**config.mk**
```make
export PLATFORM = sky130hd
export DESIGN_NAME = ade_combine
export DESIGN_NICKNAME = d
export VERILOG_FILES = /design/src/hw/rtl/ade_pkg.sv /design/src/hw/rtl/ade_combine.sv
export SDC_FILE = /design/constraint.sdc
export NUM_CORES = 2
export LEC_CHECK = 0
export ABC_CLOCK_PERIOD_IN_PS = 10400
export BUFFER_PORTS_ARGS = -buffer_cell sky130_fd_sc_hd__clkbuf_2
export CAP_MARGIN = 20
export CORE_MARGIN = 2
export CORE_UTILIZATION = 54
export CTS_CLUSTER_SIZE = 30
export DETAILED_ROUTE_END_ITERATION = 10
export PLACE_DENSITY = 0.71
export SETUP_SLACK_MARGIN = 0.05
export SYNTH_ARGS = -nofsm -noshare
export SYNTH_HDL_FRONTEND = slang
export SYNTH_SLANG_ARGS = --single-unit
```
**constraint.sdc**
```tcl
create_clock -name clk -period 10.4 [get_ports clk]
set_input_delay 1.04 -clock clk [delete_from_list [all_inputs] [get_ports clk]]
set_output_delay 1.04 -clock clk [all_outputs]
set_load 0.02 [all_outputs]
```
**src/hw/rtl/ade_pkg.sv**
```systemverilog
// Shared types and constants for the alternating direction diffusion step block.
`timescale 1ns / 1ps
`default_nettype none
package ade_pkg;
	localparam int unsigned ValueW = 32;
	localparam int unsigned AccW = 56;

	typedef enum logic [1:0] {
		MODE_WRITE = 2'd0,
		MODE_STEP  = 2'd1,
		MODE_READ  = 2'd2,
		MODE_NONE  = 2'd3
	} mode_t;

	typedef enum logic [2:0] {
		REG_CENTER     = 3'd0,
		REG_VERTICAL   = 3'd1,
		REG_HORIZONTAL = 3'd2,
		REG_CUTOFF     = 3'd3,
		REG_ROWS       = 3'd4,
		REG_COLS       = 3'd5
	} reg_index_t;

	typedef struct packed {
		logic signed [17:0] center;
		logic [15:0] vertical;
		logic [15:0] horizontal;
		logic [31:0] cutoff;
	} coef_t;
endpackage
`default_nettype wire

```
**src/hw/rtl/ade_combine.sv**
```systemverilog
// Pipelined weighted sum, shift, saturation and cutoff for one cell update.
`timescale 1ns / 1ps
`default_nettype none
module ade_combine (
	input  wire logic                 clk,
	input  wire ade_pkg::coef_t       coef,
	input  wire logic [31:0]          ct,
	input  wire logic [31:0]          up,
	input  wire logic [31:0]          dn,
	input  wire logic [31:0]          lt,
	input  wire logic [31:0]          rt,
	output logic      [31:0]          res_s2,
	output logic                      sat_s2
);
	import ade_pkg::*;

	logic signed [AccW-1:0] pa_s1, pb_s1, pc_s1;
	logic signed [AccW-1:0] acc;
	logic [32:0] sum_v, sum_h;
	logic [AccW-17:0] q;
	logic [31:0] r;

	assign sum_v = {1'b0, up} + {1'b0, dn};
	assign sum_h = {1'b0, lt} + {1'b0, rt};

	always_ff @(posedge clk) begin
		pa_s1 <= AccW'(coef.center * $signed({1'b0, ct}));
		pb_s1 <= AccW'($signed({1'b0, coef.vertical}) * $signed({1'b0, sum_v}));
		pc_s1 <= AccW'($signed({1'b0, coef.horizontal}) * $signed({1'b0, sum_h}));
	end

	always_comb begin
		acc = pa_s1 + pb_s1 + pc_s1;
		q = acc[AccW-1:16];
		r = q[31:0];
		if (q[AccW-17:32] != '0) begin
			r = '1;
		end
		if (acc[AccW-1] || r <= coef.cutoff) begin
			r = '0;
		end
	end

	always_ff @(posedge clk) begin
		res_s2 <= r;
		sat_s2 <= !acc[AccW-1] && (q[AccW-17:32] != '0);
	end
endmodule
`default_nettype wire

```
=== Word-level counts from Yosys, hierarchy flattened ===
Index checks and enable logic that the tools add are counted.
Widths: inputs -> output; s select.

* Register bits after elaboration: 182
* Input port bits: 243
* Output and inout bits: 33
* Logic and storage cells: 18

* Add/sub/neg operators: 4
* $mul: 3
* Magnitude comparators: 1
* Muxes and demuxes: 1
* Reductions and logical operators: 4

{| class="wikitable"
|+ Operators with widths
! operator !! number
|-
| $mul 16x33->49 || 2
|-
| $add 32x32->33 || 2
|-
| $add 52x50->53 || 1
|-
| $add 51x50->52 || 1
|-
| $mul 18x33->51 || 1
|-
| $le 32x32->1 || 1
|-
| $mux 32 || 1
|-
| $reduce_bool 8->1 || 1
|-
| $logic_and 1x1->1 || 1
|-
| $logic_not 1->1 || 1
|-
| $logic_or 1x1->1 || 1
|}

=== Longest topological paths before layout ===
* Depth after elaboration: 6
* Gate-level depth with buffers: 37
* Mapped depth without buffers: 35

=== Worst setup path before layout ===
No wires, ideal clock.

* Path kind: input-to-reg
* Start point: input up[0]
* End point: register pb_s1[47]
* Setup time: 0.086 ns
* Data arrival time: 8.794 ns
* Required time: 10.314 ns
* Setup slack: 1.521 ns
* Cell stages on the path: 34
* Buffers on the path: 1
* Cell sequence: ha_1 -> inv_1 -> fa_1 -> nor2b_1 -> o21a_1 -> o21ai_0 -> a21oi_1 -> a21boi_0 -> o21ai_0 -> a21o_1 -> a21oi_1 -> xnor2_1 -> clkbuf_1 -> nand2_1 -> fa_1 -> inv_1 -> fa_1 -> fa_1 -> inv_1 -> fa_1 -> inv_1 -> fa_1 -> fa_1 -> ha_1 -> nand4_1 -> or4_1 -> a211oi_1 -> a211oi_1 -> o21ai_0 -> a31oi_1 -> o211a_1 -> a21boi_0 -> nor4_1 -> a211oi_1

* Word-level cells in the longest chain between the ends: 2

{| class="wikitable"
|+ RTL lines
! item !! RTL line !! RTL
|-
| start: declaration || ade_combine.sv:8 || <nowiki>input wire logic [31:0] up,</nowiki>
|-
| $add 32x32->33 || ade_combine.sv:23 || <nowiki>assign sum_v = {1'b0, up} + {1'b0, dn};</nowiki>
|-
| $mul 16x33->49 || ade_combine.sv:28 || <nowiki>pb_s1 <= AccW'($signed({1'b0, coef.vertical}) * $signed({1'b0, sum_v}));</nowiki>
|-
| end signal: assignment || ade_combine.sv:28 ||
|-
| end: declaration || ade_combine.sv:17 || <nowiki>logic signed [AccW-1:0] pa_s1, pb_s1, pc_s1;</nowiki>
|}

Every way passes these cells.
A chain may end at the register's enable or synchronous reset.

=== Worst setup path in the final report ===
Ends and elaborated chain as after synthesis.

==> out/qor.txt <==
run status = completed
WP data required = 10750 ps
slowest CP cell = fa_1
CP Capture Type = flop
hold bufs inserted after CTS = 0
vias = 50900
initial DRC count = 3669
Relative slew margins = 29.5%
drt first pass iters = 6
Final setup viols = 0
core area = 118000 um2
Post-CTS Setup Inserts = 0
Crit path max-delay family = adder cells
RSZ-0062 raised after global routing = false
synth unique cells = 79
Slew Limit Fails = 0
Final Skew = 14.2 ps
die area = 122000 um2
worst setup margin = 804 ps
GR Util All Layers = 30.1%
CTS Sinks = 182
ratio of cells with drive above 1 in the final layout = 6.11%
Least-Margin Pin Slew = 1050 ps
global-route wire length before repair = 291000 um
largest net degree at the start of global routing = 63
Die Width = 350 um
number of global-route vias before repair = 54400
Post-DP HPWL = 142000 um
fmax = 0.104 GHz
Post-CTS Resized = 0
Post-synth EDFFs = 0
fin nets = 9617
Final Core Density = 57.2%
async set-reset flop share out of synthesis = 0%
CP dominant cell by count = fa_1
synthesized area = 64500 um2
largest incremental delay on the critical path = 570 ps
commonest non-fill, non-tap cell in the layout = inv_1
fin crit period = 9600 ps
Routed WL per cell = 19.6 um
CP Class = input port to flop
WP data arrival = 9950 ps
Port Buffers = 275
worst min-delay path class = flop to flop
WP buf/inv = 6
most frequent cells in the layout = 1419 x inv_1, 1394 x fa_1, 1214 x nand2_1, 547 x ha_1, 519 x and2_1
Max Cap Viol = 0
pre-CTS WS = 283 ps
Post-DRT Antenna Nets = 0
# fillers = 10600
#FFs+latches synth = 182
CTS tree = built
CTS Buffer Depth = 2
Layout area overhead = 4.87%
Sum Neg Setup Slack = 0 ps
H-tree depth = 4
Top FF cell, synth = dfxtp_1
CTS clk-pin slew, worst paths = 80 ps
antenna violations before repair = 7
crit share post-route = 92.3%
Starting Density = 54.6%
Final Hold Fails = 0
Hold WS = 684 ps
Residual DRC = 0
Cells after Synth = 7439
final RePlAce weighted congestion = 0.942
Num CTS Buffers = 17
total grt overflow = 0
worst-skew pair later-pin latency = 450 ps
root buf cell = clkbuf_16
syn_nets = 9624
die height = 350 um
startpoint types = input port
Avg Inst Size Synth = 8.67 um2
routed wire length = 176000 um
YS warnings = 0
CP Max Fanout = 16
I/O Pins = 276
Via density = 5.67
Rows = 126
Seq/Total Area, Yosys = 5.65%
through the flow:
| step | area [um2] | cells |
|---|---|---|
| 5_1_grt | 67600 | 8983 |
| 6_report | 67600 | 8985 |
| 2_1_floorplan | 64500 | 7439 |
| 3_5_place_dp | 67000 | 8946 |
| 3_3_place_gp | 67000 | 8946 |
| 4_1_cts | 67600 | 8978 |
state kept, by name (all words and copies together), names as in the netlist:
register,cells
sat_s2,1
res_s2,32
pa_s1,51
pb_s1,49
pc_s1,49
cell families (layout without fill, tap and decap cells):
kind of cell / Yosys count / after routing / share of synthesized area, %
muxes: 2 / 2 / 0.0330
DFF: 182 / 182 / 5.65
other: 0 / 4 / 0
adders and majority gates: 1942 / 1942 / 53.9
and+or+nand+nor: 2414 / 2414 / 17.9
xor gates and xnor gates: 212 / 212 / 2.89
AOI/OAI and AO/OA: 868 / 868 / 8.92
buffers and inverters: 1819 / 1825 / 10.7
per-layer routing:
layer	GRT usage, %	routed length (um)	vias to the layer above
met2	51.5	85500	1953
li1	-	-	22800
met5	0	69	-
met1	38.5	70400	25700
met4	12.6	8580	10
met3	3.86	11900	418
path summary, 6_finish.rpt:
check               end  slack (ps)  cells past startpoint      start
max           pb_s1[47]         800                     35      up[0]
max reg2reg  res_s2[23]        3850                     25   pa_s1[5]
min              sat_s2         680                      3  pa_s1[50]
min reg2reg      sat_s2         680                      3  pa_s1[50]
cells in the mapped netlist, types with 63 or more instances:
cell | number | area (um2)
clkbuf_1 | 375 | 1410
inv_1 | 1419 | 5330
nand2_1 | 1214 | 4560
xor2_1 | 66 | 578
nand3_1 | 105 | 526
xnor2_1 | 145 | 1270
nand2b_1 | 77 | 482
a21o_1 | 148 | 1110
o21ai_0 | 142 | 711
a21oi_1 | 236 | 1180
dfxtp_1 | 182 | 3640
ha_1 | 548 | 6860
and2_1 | 519 | 3250
a211oi_1 | 63 | 473
nor2_1 | 163 | 612
nor2b_1 | 94 | 588
fa_1 | 1394 | 27900
layout make-up:
class	count	area, um2	area share [%]
multi-input cells	5438	54000	79.9
inverters	1419	5330	7.87
flip-flops and latches	182	3640	5.39
repair buffers	374	2150	3.18
well taps	1536	1920	2.84
clock buffers	19	443	0.655
clock inverters	13	125	0.185
diodes	4	10.0	0.0148
worst register-to-register path, cell delays in order (launching register included):
cell and delay, ps:
dfxtp_1 320, fa_1 480, ha_1 380, nand3_1 100
or3_1 430, a21o_1 200, nand3_1 230, a211oi_2 180
nor4bb_1 410, o211ai_1 160, mux2i_1 220, nor3_4 210
buf_4 530, nand2_1 170, ha_1 320, nor2b_1 130
o21a_1 160, o21a_1 160, o21a_1 170, o21a_1 160
o21ai_0 140, a21o_1 130, a31oi_1 80, o21ai_2 470
buf_4 380, a211oi_1 90
Power is left out: the tool's default activity adds up to more than one toggle a clock period on the data nets, which glitch-free logic cannot reach.
